==> config.mk <==
export PLATFORM = sky130hd
export DESIGN_NAME = symmetry_point_mirror
export DESIGN_NICKNAME = d
export VERILOG_FILES = /design/src/design/smp_pkg.sv /design/src/design/smp_brush.sv /design/src/design/smp_mirror.sv /design/src/design/smp_serial.sv /design/src/design/symmetry_point_mirror.sv
export SDC_FILE = /design/constraint.sdc
export NUM_CORES = 1
export LEC_CHECK = 0
export BUFFER_PORTS_ARGS = -buffer_cell sky130_fd_sc_hd__buf_2
export CORE_MARGIN = 2
export CORE_UTILIZATION = 44
export DETAILED_ROUTE_END_ITERATION = 12
export PLACE_DENSITY_LB_ADDON = 0.12
export SYNTH_ARGS = -nofsm -noshare
export SYNTH_HDL_FRONTEND = slang
export SYNTH_SLANG_ARGS = --single-unit
==> constraint.sdc <==
create_clock -name clk -period 13.5 [get_ports clk]
set_clock_uncertainty 0.2 [all_clocks]
set_input_delay 0.675 -clock clk [delete_from_list [all_inputs] [get_ports clk]]
set_output_delay 0.675 -clock clk [all_outputs]
set_load 0.05 [all_outputs]
==> src/design/smp_pkg.sv <==
`timescale 1ns / 1ps
// ----------------------------------------------------------------------------
// smp_pkg
// Types, widths and codes shared by the symmetry point mirror modules.
// ----------------------------------------------------------------------------
package smp_pkg;

    localparam int COORD_BITS    = 16;
    localparam int AXIS_BITS     = 16;
    localparam int SIZE_BITS     = 9;
    localparam int CENTER_BITS   = 8;
    localparam int MODE_BITS     = 4;
    localparam int SRC_BITS      = 2;
    localparam int SYM_BITS      = 3;
    localparam int NUM_SYM       = 8;
    localparam int SLOT_BITS     = 3;
    localparam int CFG_IDX_BITS  = 4;
    localparam int CFG_DATA_BITS = 16;
    localparam int DEF_MAX_BRUSH = 256;
    // 2*centre - size for sizes up to 1024
    localparam int OFS_BITS      = 12;
    localparam int WIDE_BITS     = ((COORD_BITS > AXIS_BITS) ? COORD_BITS : AXIS_BITS) + 4;

    // register indexes
    localparam logic [CFG_IDX_BITS-1:0] REG_MODE_MASK      = 4'd0;
    localparam logic [CFG_IDX_BITS-1:0] REG_AXIS_X_HALF    = 4'd1;
    localparam logic [CFG_IDX_BITS-1:0] REG_AXIS_Y_HALF    = 4'd2;
    localparam logic [CFG_IDX_BITS-1:0] REG_BRUSH_WIDTH    = 4'd3;
    localparam logic [CFG_IDX_BITS-1:0] REG_BRUSH_HEIGHT   = 4'd4;
    localparam logic [CFG_IDX_BITS-1:0] REG_BRUSH_CENTER_X = 4'd5;
    localparam logic [CFG_IDX_BITS-1:0] REG_BRUSH_CENTER_Y = 4'd6;
    localparam logic [CFG_IDX_BITS-1:0] REG_BRUSH_SOURCE   = 4'd7;

    // brush sources
    localparam logic [SRC_BITS-1:0] SRC_FIXED   = 2'd0;
    localparam logic [SRC_BITS-1:0] SRC_DYNAMIC = 2'd1;
    localparam logic [SRC_BITS-1:0] SRC_FLOOD   = 2'd2;

    // mode masks with their own copy order
    localparam logic [MODE_BITS-1:0] MODE_NONE  = 4'd0;
    localparam logic [MODE_BITS-1:0] MODE_H     = 4'd1;
    localparam logic [MODE_BITS-1:0] MODE_V     = 4'd2;
    localparam logic [MODE_BITS-1:0] MODE_HV    = 4'd3;
    localparam logic [MODE_BITS-1:0] MODE_RDIAG = 4'd4;
    localparam logic [MODE_BITS-1:0] MODE_LDIAG = 4'd8;
    localparam logic [MODE_BITS-1:0] MODE_DIAG  = 4'd12;

    typedef enum logic [SYM_BITS-1:0] {
        SYM_IDENTITY   = 3'd0,
        SYM_FLIPX      = 3'd1,
        SYM_FLIPY      = 3'd2,
        SYM_FLIPXY     = 3'd3,
        SYM_ROTFLIP90  = 3'd4,
        SYM_ROTFLIP270 = 3'd5,
        SYM_ROT90      = 3'd6,
        SYM_ROT270     = 3'd7
    } sym_code_t;

    typedef struct packed {
        logic signed [COORD_BITS-1:0] point_x;
        logic signed [COORD_BITS-1:0] point_y;
        logic [SIZE_BITS-1:0]         point_size;
    } point_t;

    typedef struct packed {
        logic signed [COORD_BITS-1:0] out_x;
        logic signed [COORD_BITS-1:0] out_y;
        logic [SIZE_BITS-1:0]         out_size;
        logic [SYM_BITS-1:0]          symmetry_code;
        logic                         last_copy;
    } result_t;

    typedef struct packed {
        logic [MODE_BITS-1:0]   mode_mask;
        logic [AXIS_BITS-1:0]   axis_x_half;
        logic [AXIS_BITS-1:0]   axis_y_half;
        logic [SIZE_BITS-1:0]   brush_width;
        logic [SIZE_BITS-1:0]   brush_height;
        logic [CENTER_BITS-1:0] brush_center_x;
        logic [CENTER_BITS-1:0] brush_center_y;
        logic [SRC_BITS-1:0]    brush_source;
    } cfg_t;

    // after brush selection
    typedef struct packed {
        logic [COORD_BITS-1:0]      x;
        logic [COORD_BITS-1:0]      y;
        logic [SIZE_BITS-1:0]       size;
        logic [MODE_BITS-1:0]       mode;
        logic [AXIS_BITS-1:0]       ax;
        logic [AXIS_BITS-1:0]       ay;
        logic signed [OFS_BITS-1:0] kx;
        logic signed [OFS_BITS-1:0] ky;
        logic                       pw_r;
        logic                       ph_r;
    } s1_t;

    // after the half-pixel sums
    typedef struct packed {
        logic [COORD_BITS-1:0]       x;
        logic [COORD_BITS-1:0]       y;
        logic [SIZE_BITS-1:0]        size;
        logic [MODE_BITS-1:0]        mode;
        logic [COORD_BITS-1:0]       fx;
        logic [COORD_BITS-1:0]       fy;
        logic signed [WIDE_BITS-1:0] n4x;
        logic signed [WIDE_BITS-1:0] n4y;
        logic signed [WIDE_BITS-1:0] n5x;
        logic signed [WIDE_BITS-1:0] n5y;
        logic [AXIS_BITS-1:0]        ay;
        logic                        ph_r;
    } s2_t;

    // all eight copies, indexed by symmetry code
    typedef struct packed {
        logic [SIZE_BITS-1:0]                 size;
        logic [MODE_BITS-1:0]                 mode;
        logic [NUM_SYM-1:0][COORD_BITS-1:0]   xs;
        logic [NUM_SYM-1:0][COORD_BITS-1:0]   ys;
    } copies_t;

endpackage

==> src/design/smp_brush.sv <==
`timescale 1ns / 1ps
// ----------------------------------------------------------------------------
// smp_brush
// First stage: clamps brush sizes and picks the per-copy brush offsets.
// ----------------------------------------------------------------------------
module smp_brush
    import smp_pkg::*;
#(
    parameter int MAX_BRUSH = DEF_MAX_BRUSH
)
(
    input  logic   clk,
    input  logic   rst_n,
    input  cfg_t   cfg,
    input  logic   point_valid,
    output logic   point_ready,
    input  point_t point,
    output logic   s1_valid,
    input  logic   s1_ready,
    output s1_t    s1
);

    localparam int SZ_W  = $clog2(MAX_BRUSH + 1);
    localparam int CMP_W = (SZ_W > SIZE_BITS) ? SZ_W : SIZE_BITS;

    function automatic logic [CMP_W-1:0] clamp_size(input logic [SIZE_BITS-1:0] s);
        logic [CMP_W-1:0] ext;
        ext = CMP_W'(s);
        if (ext == '0)
            clamp_size = CMP_W'(1);
        else if (ext > CMP_W'(MAX_BRUSH))
            clamp_size = CMP_W'(MAX_BRUSH);
        else
            clamp_size = ext;
    endfunction

    logic [CMP_W-1:0]           bw_c;
    logic [CMP_W-1:0]           bh_c;
    logic [CMP_W-1:0]           ps_c;
    logic signed [OFS_BITS-1:0] kx_fixed;
    logic signed [OFS_BITS-1:0] ky_fixed;
    s1_t                        s1_next;
    logic                       s1_valid_reg;
    s1_t                        s1_reg;

    assign bw_c = clamp_size(cfg.brush_width);
    assign bh_c = clamp_size(cfg.brush_height);
    assign ps_c = clamp_size(point.point_size);

    assign kx_fixed = $signed(OFS_BITS'({cfg.brush_center_x, 1'b0})) - $signed(OFS_BITS'(bw_c));
    assign ky_fixed = $signed(OFS_BITS'({cfg.brush_center_y, 1'b0})) - $signed(OFS_BITS'(bh_c));

    always_comb
    begin
        s1_next.x    = point.point_x;
        s1_next.y    = point.point_y;
        s1_next.size = point.point_size;
        s1_next.mode = cfg.mode_mask;
        s1_next.ax   = cfg.axis_x_half;
        s1_next.ay   = cfg.axis_y_half;
        unique case (cfg.brush_source)
            SRC_DYNAMIC:
            begin
                // 2*(w/2) - w is minus the low bit of w
                s1_next.kx   = {OFS_BITS{ps_c[0]}};
                s1_next.ky   = {OFS_BITS{ps_c[0]}};
                s1_next.pw_r = ps_c[0];
                s1_next.ph_r = ps_c[0];
            end
            SRC_FLOOD:
            begin
                s1_next.kx   = '1;
                s1_next.ky   = '1;
                s1_next.pw_r = 1'b1;
                s1_next.ph_r = 1'b1;
            end
            default:
            begin
                // fixed brush; rotating copies swap width and height
                s1_next.kx   = kx_fixed;
                s1_next.ky   = ky_fixed;
                s1_next.pw_r = bh_c[0];
                s1_next.ph_r = bw_c[0];
            end
        endcase
    end

    assign point_ready = !s1_valid_reg || s1_ready;

    always_ff @(posedge clk or negedge rst_n)
    begin
        if (!rst_n)
            s1_valid_reg <= 1'b0;
        else if (point_ready)
            s1_valid_reg <= point_valid;
    end

    always_ff @(posedge clk)
    begin
        if (point_valid && point_ready)
            s1_reg <= s1_next;
    end

    assign s1_valid = s1_valid_reg;
    assign s1       = s1_reg;

endmodule

==> src/design/smp_mirror.sv <==
`timescale 1ns / 1ps
// ----------------------------------------------------------------------------
// smp_mirror
// Second and third stages: half-pixel sums, halving toward zero, and the
// eight mirrored copies of the point.
// ----------------------------------------------------------------------------
module smp_mirror
    import smp_pkg::*;
(
    input  logic    clk,
    input  logic    rst_n,
    input  logic    s1_valid,
    output logic    s1_ready,
    input  s1_t     s1,
    output logic    copies_valid,
    input  logic    copies_ready,
    output copies_t copies
);

    localparam int W = WIDE_BITS;

    function automatic logic signed [W-1:0] halve(input logic signed [W-1:0] v);
        logic signed [W-1:0] t;
        t = v + $signed(W'(v[W-1]));
        halve = t >>> 1;
    endfunction

    // stage 2
    logic signed [W-1:0] px_w;
    logic signed [W-1:0] py_w;
    logic signed [W-1:0] ax_w;
    logic signed [W-1:0] ay_w;
    logic signed [W-1:0] kx_w;
    logic signed [W-1:0] ky_w;
    logic signed [W-1:0] ax_odd_w;
    logic signed [W-1:0] ay_odd_w;
    logic signed [W-1:0] pw2_w;
    logic signed [W-1:0] ph2_w;
    logic signed [W-1:0] ajx2_w;
    logic signed [W-1:0] ajy2_w;
    logic signed [W-1:0] fx_w;
    logic signed [W-1:0] fy_w;
    s2_t                 s2_next;
    s2_t                 s2_reg;
    logic                s2_valid_reg;
    logic                s2_ready;

    // stage 3
    logic signed [W-1:0] h4x;
    logic signed [W-1:0] h4y;
    logic signed [W-1:0] h5x;
    logic signed [W-1:0] h5y;
    logic signed [W-1:0] ay3_w;
    logic signed [W-1:0] ph3_w;
    logic signed [W-1:0] r7y;
    logic signed [W-1:0] r6y;
    copies_t             s3_next;
    copies_t             s3_reg;
    logic                s3_valid_reg;

    assign px_w     = {{(W-COORD_BITS){s1.x[COORD_BITS-1]}}, s1.x};
    assign py_w     = {{(W-COORD_BITS){s1.y[COORD_BITS-1]}}, s1.y};
    assign ax_w     = {{(W-AXIS_BITS){1'b0}}, s1.ax};
    assign ay_w     = {{(W-AXIS_BITS){1'b0}}, s1.ay};
    assign kx_w     = {{(W-OFS_BITS){s1.kx[OFS_BITS-1]}}, s1.kx};
    assign ky_w     = {{(W-OFS_BITS){s1.ky[OFS_BITS-1]}}, s1.ky};
    assign ax_odd_w = {{(W-1){1'b0}}, s1.ax[0]};
    assign ay_odd_w = {{(W-1){1'b0}}, s1.ay[0]};
    assign pw2_w    = {{(W-2){1'b0}}, s1.pw_r, 1'b0};
    assign ph2_w    = {{(W-2){1'b0}}, s1.ph_r, 1'b0};
    // half-pixel adjustment is dropped when both axes are odd
    assign ajx2_w   = {{(W-2){1'b0}}, s1.ay[0] & ~s1.ax[0], 1'b0};
    assign ajy2_w   = {{(W-2){1'b0}}, s1.ax[0] & ~s1.ay[0], 1'b0};

    assign fx_w = ax_w + kx_w - px_w;
    assign fy_w = ay_w + ky_w - py_w;

    always_comb
    begin
        s2_next.x    = s1.x;
        s2_next.y    = s1.y;
        s2_next.size = s1.size;
        s2_next.mode = s1.mode;
        s2_next.fx   = fx_w[COORD_BITS-1:0];
        s2_next.fy   = fy_w[COORD_BITS-1:0];
        s2_next.n4x  = py_w + py_w + ax_w - ay_w + ax_odd_w;
        s2_next.n4y  = px_w + px_w - ax_w + ay_w + ay_odd_w;
        s2_next.n5x  = ax_w + ay_w - py_w - py_w - pw2_w + ajx2_w;
        s2_next.n5y  = ax_w + ay_w - px_w - px_w - ph2_w + ajy2_w;
        s2_next.ay   = s1.ay;
        s2_next.ph_r = s1.ph_r;
    end

    assign s1_ready = !s2_valid_reg || s2_ready;
    assign s2_ready = !s3_valid_reg || copies_ready;

    always_ff @(posedge clk or negedge rst_n)
    begin
        if (!rst_n)
        begin
            s2_valid_reg <= 1'b0;
            s3_valid_reg <= 1'b0;
        end
        else
        begin
            if (s1_ready)
                s2_valid_reg <= s1_valid;
            if (s2_ready)
                s3_valid_reg <= s2_valid_reg;
        end
    end

    always_ff @(posedge clk)
    begin
        if (s1_valid && s1_ready)
            s2_reg <= s2_next;
        if (s2_valid_reg && s2_ready)
            s3_reg <= s3_next;
    end

    assign h4x   = halve(s2_reg.n4x);
    assign h4y   = halve(s2_reg.n4y);
    assign h5x   = halve(s2_reg.n5x);
    assign h5y   = halve(s2_reg.n5y);
    assign ay3_w = {{(W-AXIS_BITS){1'b0}}, s2_reg.ay};
    assign ph3_w = {{(W-1){1'b0}}, s2_reg.ph_r};
    assign r7y   = ay3_w - h4y - ph3_w;
    assign r6y   = ay3_w - h5y - ph3_w;

    always_comb
    begin
        s3_next.size = s2_reg.size;
        s3_next.mode = s2_reg.mode;
        s3_next.xs[SYM_IDENTITY]   = s2_reg.x;
        s3_next.ys[SYM_IDENTITY]   = s2_reg.y;
        s3_next.xs[SYM_FLIPX]      = s2_reg.fx;
        s3_next.ys[SYM_FLIPX]      = s2_reg.y;
        s3_next.xs[SYM_FLIPY]      = s2_reg.x;
        s3_next.ys[SYM_FLIPY]      = s2_reg.fy;
        s3_next.xs[SYM_FLIPXY]     = s2_reg.fx;
        s3_next.ys[SYM_FLIPXY]     = s2_reg.fy;
        s3_next.xs[SYM_ROTFLIP90]  = h4x[COORD_BITS-1:0];
        s3_next.ys[SYM_ROTFLIP90]  = h4y[COORD_BITS-1:0];
        s3_next.xs[SYM_ROT270]     = h4x[COORD_BITS-1:0];
        s3_next.ys[SYM_ROT270]     = r7y[COORD_BITS-1:0];
        s3_next.xs[SYM_ROTFLIP270] = h5x[COORD_BITS-1:0];
        s3_next.ys[SYM_ROTFLIP270] = h5y[COORD_BITS-1:0];
        s3_next.xs[SYM_ROT90]      = h5x[COORD_BITS-1:0];
        s3_next.ys[SYM_ROT90]      = r6y[COORD_BITS-1:0];
    end

    assign copies_valid = s3_valid_reg;
    assign copies       = s3_reg;

endmodule

==> src/design/smp_serial.sv <==
`timescale 1ns / 1ps
// ----------------------------------------------------------------------------
// smp_serial
// Holds one point's copies and sends them out one per transaction, in the
// order the mode mask calls for.
// ----------------------------------------------------------------------------
module smp_serial
    import smp_pkg::*;
(
    input  logic    clk,
    input  logic    rst_n,
    input  logic    copies_valid,
    output logic    copies_ready,
    input  copies_t copies,
    output logic    result_valid,
    input  logic    result_ready,
    output result_t result
);

    function automatic logic [SLOT_BITS-1:0] last_slot(input logic [MODE_BITS-1:0] mode);
        unique case (mode)
            MODE_NONE:                               last_slot = 3'd0;
            MODE_H, MODE_V, MODE_RDIAG, MODE_LDIAG: last_slot = 3'd1;
            MODE_HV, MODE_DIAG:                      last_slot = 3'd3;
            default:                                 last_slot = 3'd7;
        endcase
    endfunction

    function automatic sym_code_t code_at(input logic [MODE_BITS-1:0] mode,
                                          input logic [SLOT_BITS-1:0] slot);
        code_at = SYM_IDENTITY;
        unique case (mode)
            MODE_NONE:  code_at = SYM_IDENTITY;
            MODE_H:     code_at = (slot == '0) ? SYM_IDENTITY : SYM_FLIPX;
            MODE_V:     code_at = (slot == '0) ? SYM_IDENTITY : SYM_FLIPY;
            MODE_RDIAG: code_at = (slot == '0) ? SYM_IDENTITY : SYM_ROTFLIP270;
            MODE_LDIAG: code_at = (slot == '0) ? SYM_IDENTITY : SYM_ROTFLIP90;
            MODE_HV:
            begin
                unique case (slot)
                    3'd0:    code_at = SYM_IDENTITY;
                    3'd1:    code_at = SYM_FLIPX;
                    3'd2:    code_at = SYM_FLIPY;
                    default: code_at = SYM_FLIPXY;
                endcase
            end
            MODE_DIAG:
            begin
                unique case (slot)
                    3'd0:    code_at = SYM_IDENTITY;
                    3'd1:    code_at = SYM_ROTFLIP270;
                    3'd2:    code_at = SYM_ROTFLIP90;
                    default: code_at = SYM_FLIPXY;
                endcase
            end
            default:
            begin
                unique case (slot)
                    3'd0:    code_at = SYM_IDENTITY;
                    3'd1:    code_at = SYM_FLIPX;
                    3'd2:    code_at = SYM_FLIPY;
                    3'd3:    code_at = SYM_FLIPXY;
                    3'd4:    code_at = SYM_ROTFLIP90;
                    3'd5:    code_at = SYM_ROT270;
                    3'd6:    code_at = SYM_ROTFLIP270;
                    default: code_at = SYM_ROT90;
                endcase
            end
        endcase
    endfunction

    logic                 busy_reg;
    logic [SLOT_BITS-1:0] idx_reg;
    copies_t              item_reg;
    logic                 last;
    sym_code_t            code;

    assign last         = (idx_reg == last_slot(item_reg.mode));
    assign code         = code_at(item_reg.mode, idx_reg);
    assign copies_ready = !busy_reg || (result_ready && last);

    always_ff @(posedge clk or negedge rst_n)
    begin
        if (!rst_n)
        begin
            busy_reg <= 1'b0;
            idx_reg  <= '0;
        end
        else if (copies_valid && copies_ready)
        begin
            busy_reg <= 1'b1;
            idx_reg  <= '0;
        end
        else if (result_valid && result_ready)
        begin
            if (last)
                busy_reg <= 1'b0;
            else
                idx_reg <= idx_reg + 1'b1;
        end
    end

    always_ff @(posedge clk)
    begin
        if (copies_valid && copies_ready)
            item_reg <= copies;
    end

    assign result_valid         = busy_reg;
    assign result.out_x         = item_reg.xs[code];
    assign result.out_y         = item_reg.ys[code];
    assign result.out_size      = item_reg.size;
    assign result.symmetry_code = code;
    assign result.last_copy     = last;

endmodule

==> src/design/symmetry_point_mirror.sv <==
`timescale 1ns / 1ps
// ----------------------------------------------------------------------------
// symmetry_point_mirror
// Emits each stroke point followed by its mirrored copies.
// ----------------------------------------------------------------------------
// Usage:
//   cfg_*    : register writes, always ready; write only while the block is
//              idle. Indexes past the last register are ignored.
//   point_*  : one stroke point per transaction.
//   result_* : the identity copy first, then the mirrored copies, with
//              last_copy set on the final one.
// Path: an accepted point passes three pipeline registers, then the output
//   holding register, before its first result shows.
// Throughput: the output register sends one copy per cycle while result_ready
//   is high, and a point has 1, 2, 4 or 8 copies by mode mask; points enter one
//   per cycle behind it, and up to three more are buffered in the pipeline.
// Reset: clears all valid bits and loads the register defaults (mode 0,
//   brush 1x1, centre 0, fixed brush).
// Stall: when result_ready is low the current copy holds; the pipeline fills
//   and then point_ready drops. Nothing is lost or repeated.
// ----------------------------------------------------------------------------
module symmetry_point_mirror
    import smp_pkg::*;
#(
    parameter int MAX_BRUSH = DEF_MAX_BRUSH
)
(
    input  logic                     clk,
    input  logic                     rst_n,
    input  logic                     cfg_valid,
    output logic                     cfg_ready,
    input  logic [CFG_IDX_BITS-1:0]  cfg_index,
    input  logic [CFG_DATA_BITS-1:0] cfg_data,
    input  logic                     point_valid,
    output logic                     point_ready,
    input  point_t                   point,
    output logic                     result_valid,
    input  logic                     result_ready,
    output result_t                  result
);

    cfg_t    cfg_reg;
    logic    s1_valid;
    logic    s1_ready;
    s1_t     s1;
    logic    copies_valid;
    logic    copies_ready;
    copies_t copies;

    assign cfg_ready = 1'b1;

    always_ff @(posedge clk or negedge rst_n)
    begin
        if (!rst_n)
        begin
            cfg_reg.mode_mask      <= '0;
            cfg_reg.axis_x_half    <= '0;
            cfg_reg.axis_y_half    <= '0;
            cfg_reg.brush_width    <= SIZE_BITS'(1);
            cfg_reg.brush_height   <= SIZE_BITS'(1);
            cfg_reg.brush_center_x <= '0;
            cfg_reg.brush_center_y <= '0;
            cfg_reg.brush_source   <= SRC_FIXED;
        end
        else if (cfg_valid && cfg_ready)
        begin
            unique case (cfg_index)
                REG_MODE_MASK:      cfg_reg.mode_mask      <= cfg_data[MODE_BITS-1:0];
                REG_AXIS_X_HALF:    cfg_reg.axis_x_half    <= cfg_data[AXIS_BITS-1:0];
                REG_AXIS_Y_HALF:    cfg_reg.axis_y_half    <= cfg_data[AXIS_BITS-1:0];
                REG_BRUSH_WIDTH:    cfg_reg.brush_width    <= cfg_data[SIZE_BITS-1:0];
                REG_BRUSH_HEIGHT:   cfg_reg.brush_height   <= cfg_data[SIZE_BITS-1:0];
                REG_BRUSH_CENTER_X: cfg_reg.brush_center_x <= cfg_data[CENTER_BITS-1:0];
                REG_BRUSH_CENTER_Y: cfg_reg.brush_center_y <= cfg_data[CENTER_BITS-1:0];
                REG_BRUSH_SOURCE:   cfg_reg.brush_source   <= cfg_data[SRC_BITS-1:0];
                default:            ;
            endcase
        end
    end

    smp_brush #(
        .MAX_BRUSH (MAX_BRUSH)
    ) u_brush (
        .clk         (clk),
        .rst_n       (rst_n),
        .cfg         (cfg_reg),
        .point_valid (point_valid),
        .point_ready (point_ready),
        .point       (point),
        .s1_valid    (s1_valid),
        .s1_ready    (s1_ready),
        .s1          (s1)
    );

    smp_mirror u_mirror (
        .clk          (clk),
        .rst_n        (rst_n),
        .s1_valid     (s1_valid),
        .s1_ready     (s1_ready),
        .s1           (s1),
        .copies_valid (copies_valid),
        .copies_ready (copies_ready),
        .copies       (copies)
    );

    smp_serial u_serial (
        .clk          (clk),
        .rst_n        (rst_n),
        .copies_valid (copies_valid),
        .copies_ready (copies_ready),
        .copies       (copies),
        .result_valid (result_valid),
        .result_ready (result_ready),
        .result       (result)
    );

endmodule

## Word level (Yosys, flattened, before mapping)

Index checks and enable logic that the tools add are counted.
Widths: inputs -> output; s select.

| cells by class | value |
|---|---|
| $add $sub $neg | 32 |
| $lt $le $gt $ge | 4 |
| eq/ne operators | 23 |
| multiplexer cells | 26 |
| bitwise gates (word level) | 4 |
| reductions and logical operators | 34 |

Operators by type and width:

| operator | count |
|---|---|
| $bmux 16 s3 | 2 |
| $add 17x2->17 | 4 |
| $sub 16x16->16 | 4 |
| $pmux 26 s2 | 1 |
| $add 16x16->17 | 3 |
| $pmux 3 s7 | 2 |
| $add 20x17->20 | 2 |
| $add 20x2->20 | 2 |
| $add 20x3->20 | 2 |
| $sub 20x16->20 | 2 |
| $sub 20x17->20 | 2 |
| $sub 20x3->20 | 2 |
| $sub 18x16->19 | 2 |
| $mux 9 | 4 |
| $add 16x12->16 | 2 |
| $mux 16 | 2 |
| $sub 16x2->16 | 2 |
| $gt 9x9->1 const B | 3 |
| $logic_not 9->1 | 3 |
| $eq 4x3->1 const B | 5 |
| $reduce_and 2->1 | 10 |
| $sub 9x9->10 | 2 |
| $pmux 3 s3 | 2 |
| $eq 4x2->1 const B | 4 |
| other kinds (25) | 54 |

| word-level totals | value |
|---|---|
| flip-flop bits (word level) | 702 |
| input port bits | 66 |
| output and inout port bits | 48 |
| logic and storage cells | 182 |

## Longest topological paths before layout

| logic depth | value |
|---|---|
| depth in word-level cells | 10 |
| mapped depth | 28 |
| depth with buffers taken out | 28 |

## Cells and area by module

Synthesis repeated with hierarchy kept, for this count alone.

| unflattened totals | value |
|---|---|
| cell total of the unflattened synthesis | 3129 |
| area, all modules | 41469.8 um^2 |

By module, submodules not included:

| module | instances | cells an instance | area an instance (um^2) | sequential area each (um^2) |
|---|---|---|---|---|
| smp_mirror | 1 | 2107 | 23446.2 | 10229.8 |
| smp_serial | 1 | 578 | 11041.8 | 8177.8 |
| smp_brush | 1 | 280 | 4182.8 | 2937.8 |
| symmetry_point_mirror | 1 | 164 | 2798.9 | 1804.2 |

## Worst setup path before layout

No wires, ideal clock.

| timing | value |
|---|---|
| kind | register to register |
| start point | register u_serial.item_reg[258] in the netlist's numbering |
| end point | register u_serial.item_reg[0] in the netlist's numbering, enable pin |
| library setup time | 0.727 ns |
| data arrival time | 9.076 ns |
| required time | 12.573 ns |
| path slack | 3.497 ns |
| stages on the path, launching flop included | 8 |
| path buffers | 1 |
| period minus slack after synthesis | 10.003 ns |
| cell sequence | edfxtp_1 -> buf_2 -> maj3_1 -> o22ai_1 -> xnor2_1 -> o21a_1 -> a21boi_1 -> nor2b_1 |

| between the ends | value |
|---|---|
| longest elaborated chain between the ends | 7 |
| elaborated cells on any way between the ends | 14 |
| classes of those cells | eq/ne (7); mux (1); reduce/logical (6) |

RTL lines:

| item | line | RTL |
|---|---|---|
| from (decl) | smp_serial.sv:74 | `copies_t item_reg;` |
| from (signal assigned) | smp_serial.sv:106 | `item_reg <= copies;` |
| $eq 4x1->1, or another cell as far along | smp_serial.sv:21 | `unique case (mode)` |
| $reduce_or 4->1 / $reduce_or 2->1 (equally long branches) | smp_serial.sv:21 |  |
| $pmux 3 s3 * | smp_serial.sv:21 |  |
| $eq 3x3->1 * | smp_serial.sv:78 | `assign last = (idx_reg == last_slot(item_reg.mode));` |
| via u_serial.last | smp_serial.sv:75 | `logic last;` |
| $logic_and 1x1->1 * | smp_serial.sv:80 | `assign copies_ready = !busy_reg \|\| (result_ready && last);` |
| $logic_or 1x1->1 * | smp_serial.sv:80 |  |
| $logic_and 1x1->1 * | smp_serial.sv:105 | `if (copies_valid && copies_ready)` |

Mark *: on every way through the listed nets, which the timed path passes. The rest lies on a longest branch.
A chain may end at the register's enable or synchronous reset.

==> flow_summary.yaml <==
global_routing:
  grt_usage_pct: 20.9
  grt_overflow_total: 0
  grt_pass1_wl_mm: 135
  antenna_found_initial: 7
  grt_max_degree: 76
  grt_pass1_vias: 22800
placed_design:
  io_buffers: 112
  dp_hpwl_mm: 69.5
  dp_cells: 4088
  pre_cts_ws_ps: 6850
  gp_congestion: 0.891
critical_path:
  worstPathMaxFanout: 9
  worst_setup_path_end_kind: "register"
  worstPathRequired_ps: 13680
  crit_arrival_ps: 6950
  critPathLaunchType: "register"
  crit_type: "reg -> reg"
clock_tree:
  cts_buffers: 77
  clk_pin_slew_ps: 60
  cts_root_buffer: "clkbuf_16"
  htreeDepth: 3
  postCtsSetupBuffers: 0
  cts.sinks: 688
  clock_latency_ps: 630
  cts_tree: "built"
  post_cts_resized: 0
  clockBufferDepth: 3
detailed_routing:
  route.detailed.drc: 0
  first_iter_violations: 1451
  drtPass1Iterations: 5
  routedWlPerCell_um: 21.0
  routed_wl_mm: 89.3
  drtAntennaViolNets: 0
  via_per_inst: 5.24
  vias: 22300
job:
  maxCapViolations: 0
pwr:
  p_leak_uw: 0.0171
  power.clock.fraction_pct: 21.8
  vdd_drop_max_uv: 99.8
  cellPowerDensity_nw_per_um2: 234
  p_sw_uw: 3790
  power_frac_comb_pct: 47.0
  switching_share_pct: 38.7
  p_seq_share_pct: 31.2
  internal-power_uw: 5990
sta:
  min_period_over_period_pct: 50.2
  max_freq_mhz: 148
  final-hold-violation-count: 0
  tns_ps: 0
  maxSlewViolCount: 0
  tightest_slew_ps: 1140
  fin_crit_ps: 6770
  maxSlewHeadroom_pct: 24.0
  rsz0062_at_grt: "no"
  timing.final.ws_setup_ps: 6730
  setup_viol: 0
  whs_ps: 36.9
logic_synthesis:
  synth_edf_count: 609
  synth-async-reset-ratio_pct: 11.5
  ys_seq_area_share_pct: 54.7
  syn_inst: 2927
  synth_area_sq_um: 37000
  ys_ff_latch: 688
  avgSynthCellArea_sq_um: 12.7
  yosys_warnings: 0
  syn_nets: 3393
  yosysUniqueCellTypes: 87
  ys.flop_type: "edfxtp_1"
cells_and_area:
  areaGrowthSynthToFinish_pct: 12.6
  layout.cells.non_filler: 4256
  drive_above_1_share_pct: 11.7
  num_antenna_cells: 0
  fin_nets: 3580
  largest_register_ffs: 173
status:
  status: "complete, no violations"
die:
  die_area_sq_um: 86500
  die_w_um: 294
  initial_utilization_pct: 44.3
  fp.dieH_um: 294
  io_pins: 114
  core_area_sq_um: 83600
  std_cell_rows: 106
hold_path:
  hold_class: "in -> reg"
[critical path, stage by stage (launching register included)]
cell and delay, ps:
edfxtp_1 480, ha_1 250, inv_1 70, fa_1 430
o21ba_2 250, o311ai_0 670, a31oi_1 270, xor2_1 330
ha_1 350, a21o_1 180, a21o_1 210, nand2_1 80
o31ai_1 120, o41ai_1 330, xor2_1 140, ha_1 290
inv_1 40, ha_1 290, ha_1 410, nor2b_1 170
o21ai_0 240, a2111oi_0 160, a211o_1 290, a41oi_1 200
xnor2_1 80
[repair_timing]
action                                  CTS  global route
hold endpoints to repair                 33             0
hold buffers                             27             0
endpoints found under the setup margin    0             0
[cell type report]
cell class	count	area, sq um
flip-flops and latches	688	20300
fillers	7259	41800
clock buffers	95	2060
inverters	390	1460
well taps	1080	1350
repair buffers	154	946
multi-input cells	1803	15100
clock inverters	46	543
[layout by cell type (no fill, tap or decap), types with 10 or more instances in the layout]
cell type,instances
buf_2,111
inv_1,387
a21oi_1,120
mux2_2,91
nand2b_1,36
clkbuf_16,78
dlygate4sd3_1,27
nor2b_1,29
o21ai_0,92
and2_1,10
o21ai_1,39
edfxtp_1,609
xor2_1,86
mux2i_1,50
a211oi_1,11
nand4_1,16
fa_1,74
nor3_1,43
o21a_1,26
a31oi_1,18
and3_1,32
clkinv_1,17
clkbuf_1,13
nor2_1,105
nand2_1,161
buf_4,16
or2_2,11
ha_1,326
nand3_1,36
xnor2_1,160
dfrtp_1,77
o21bai_1,22
a21o_1,46
[cells in the mapped netlist (39+ instances only)]
cell type / n / area (sq um)
a21o_1: 46 / 345
a21oi_1: 120 / 601
dfrtp_1: 77 / 1930
edfxtp_1: 609 / 18300
fa_1: 74 / 1480
ha_1: 326 / 4080
inv_1: 387 / 1450
mux2_2: 91 / 1020
mux2i_1: 50 / 500
nand2_1: 161 / 604
nor2_1: 105 / 394
nor3_1: 43 / 215
o21ai_0: 92 / 460
o21ai_1: 39 / 195
xnor2_1: 160 / 1400
xor2_1: 86 / 753
[path summary, 6_finish.rpt]
check / from / slack, ps / end / depth (start not counted)
setup / recovery: u_brush.s1[26] / 6730 / u_mirror.s2_reg[56] / 24
hold / removal: point[4] / 40 / u_brush.s1[66] / 1
setup reg to reg: u_brush.s1[26] / 6730 / u_mirror.s2_reg[56] / 24
hold reg to reg: u_mirror.copies[111] / 210 / u_serial.item_reg[111] / 0
max in group asynchronous: rst_n / 11700 / u_brush.s1_valid / 3
min in group asynchronous: rst_n / 190 / cfg_reg[66] / 2
[per-stage QoR]
stage,power [uW],instance area [sq um],util [%]
after floorplan,6520,37000,-
after global placement,7620,38800,46.5
after detailed placement,7700,38800,46.5
after CTS,9880,41700,49.9
after global routing,10500,41700,49.9
final,9780,41700,49.9
[kinds of logic after synthesis]
| kind of cell | after synthesis | synth area share, % |
|---|---|---|
| xor+xnor | 247 | 5.89 |
| simple gates | 527 | 7.03 |
| compound gates | 477 | 8.29 |
| other cells | 1 | 0.0101 |
| fa+ha+maj | 401 | 15.0 |
| mux | 150 | 4.39 |
| flops | 688 | 54.7 |
| buf+inv | 436 | 4.65 |
[power by group through the flow]
stage | registers [uW] | logic [uW] | clock network [uW]
finish | 3050 | 4600 | 2130
global placement | 3080 | 4540 | 0
global route | 3080 | 5140 | 2270
floorplan | 3040 | 3480 | 0
CTS | 3050 | 4640 | 2190
detailed placement | 3090 | 4600 | 0
[per-layer routing]
layer  share of wire [%]  global-route usage (%)  wire length (um)  up-vias
met4                 2.8                    6.67              2530        0
met3                 4.9                    2.95              4360      121
li1                    -                       -                 -    10800
met5                   0                       0                 0        -
met1                  48                    30.1             42600    10900
met2                  45                    32.7             39900      498
Power figures use the tool's default switching activity.
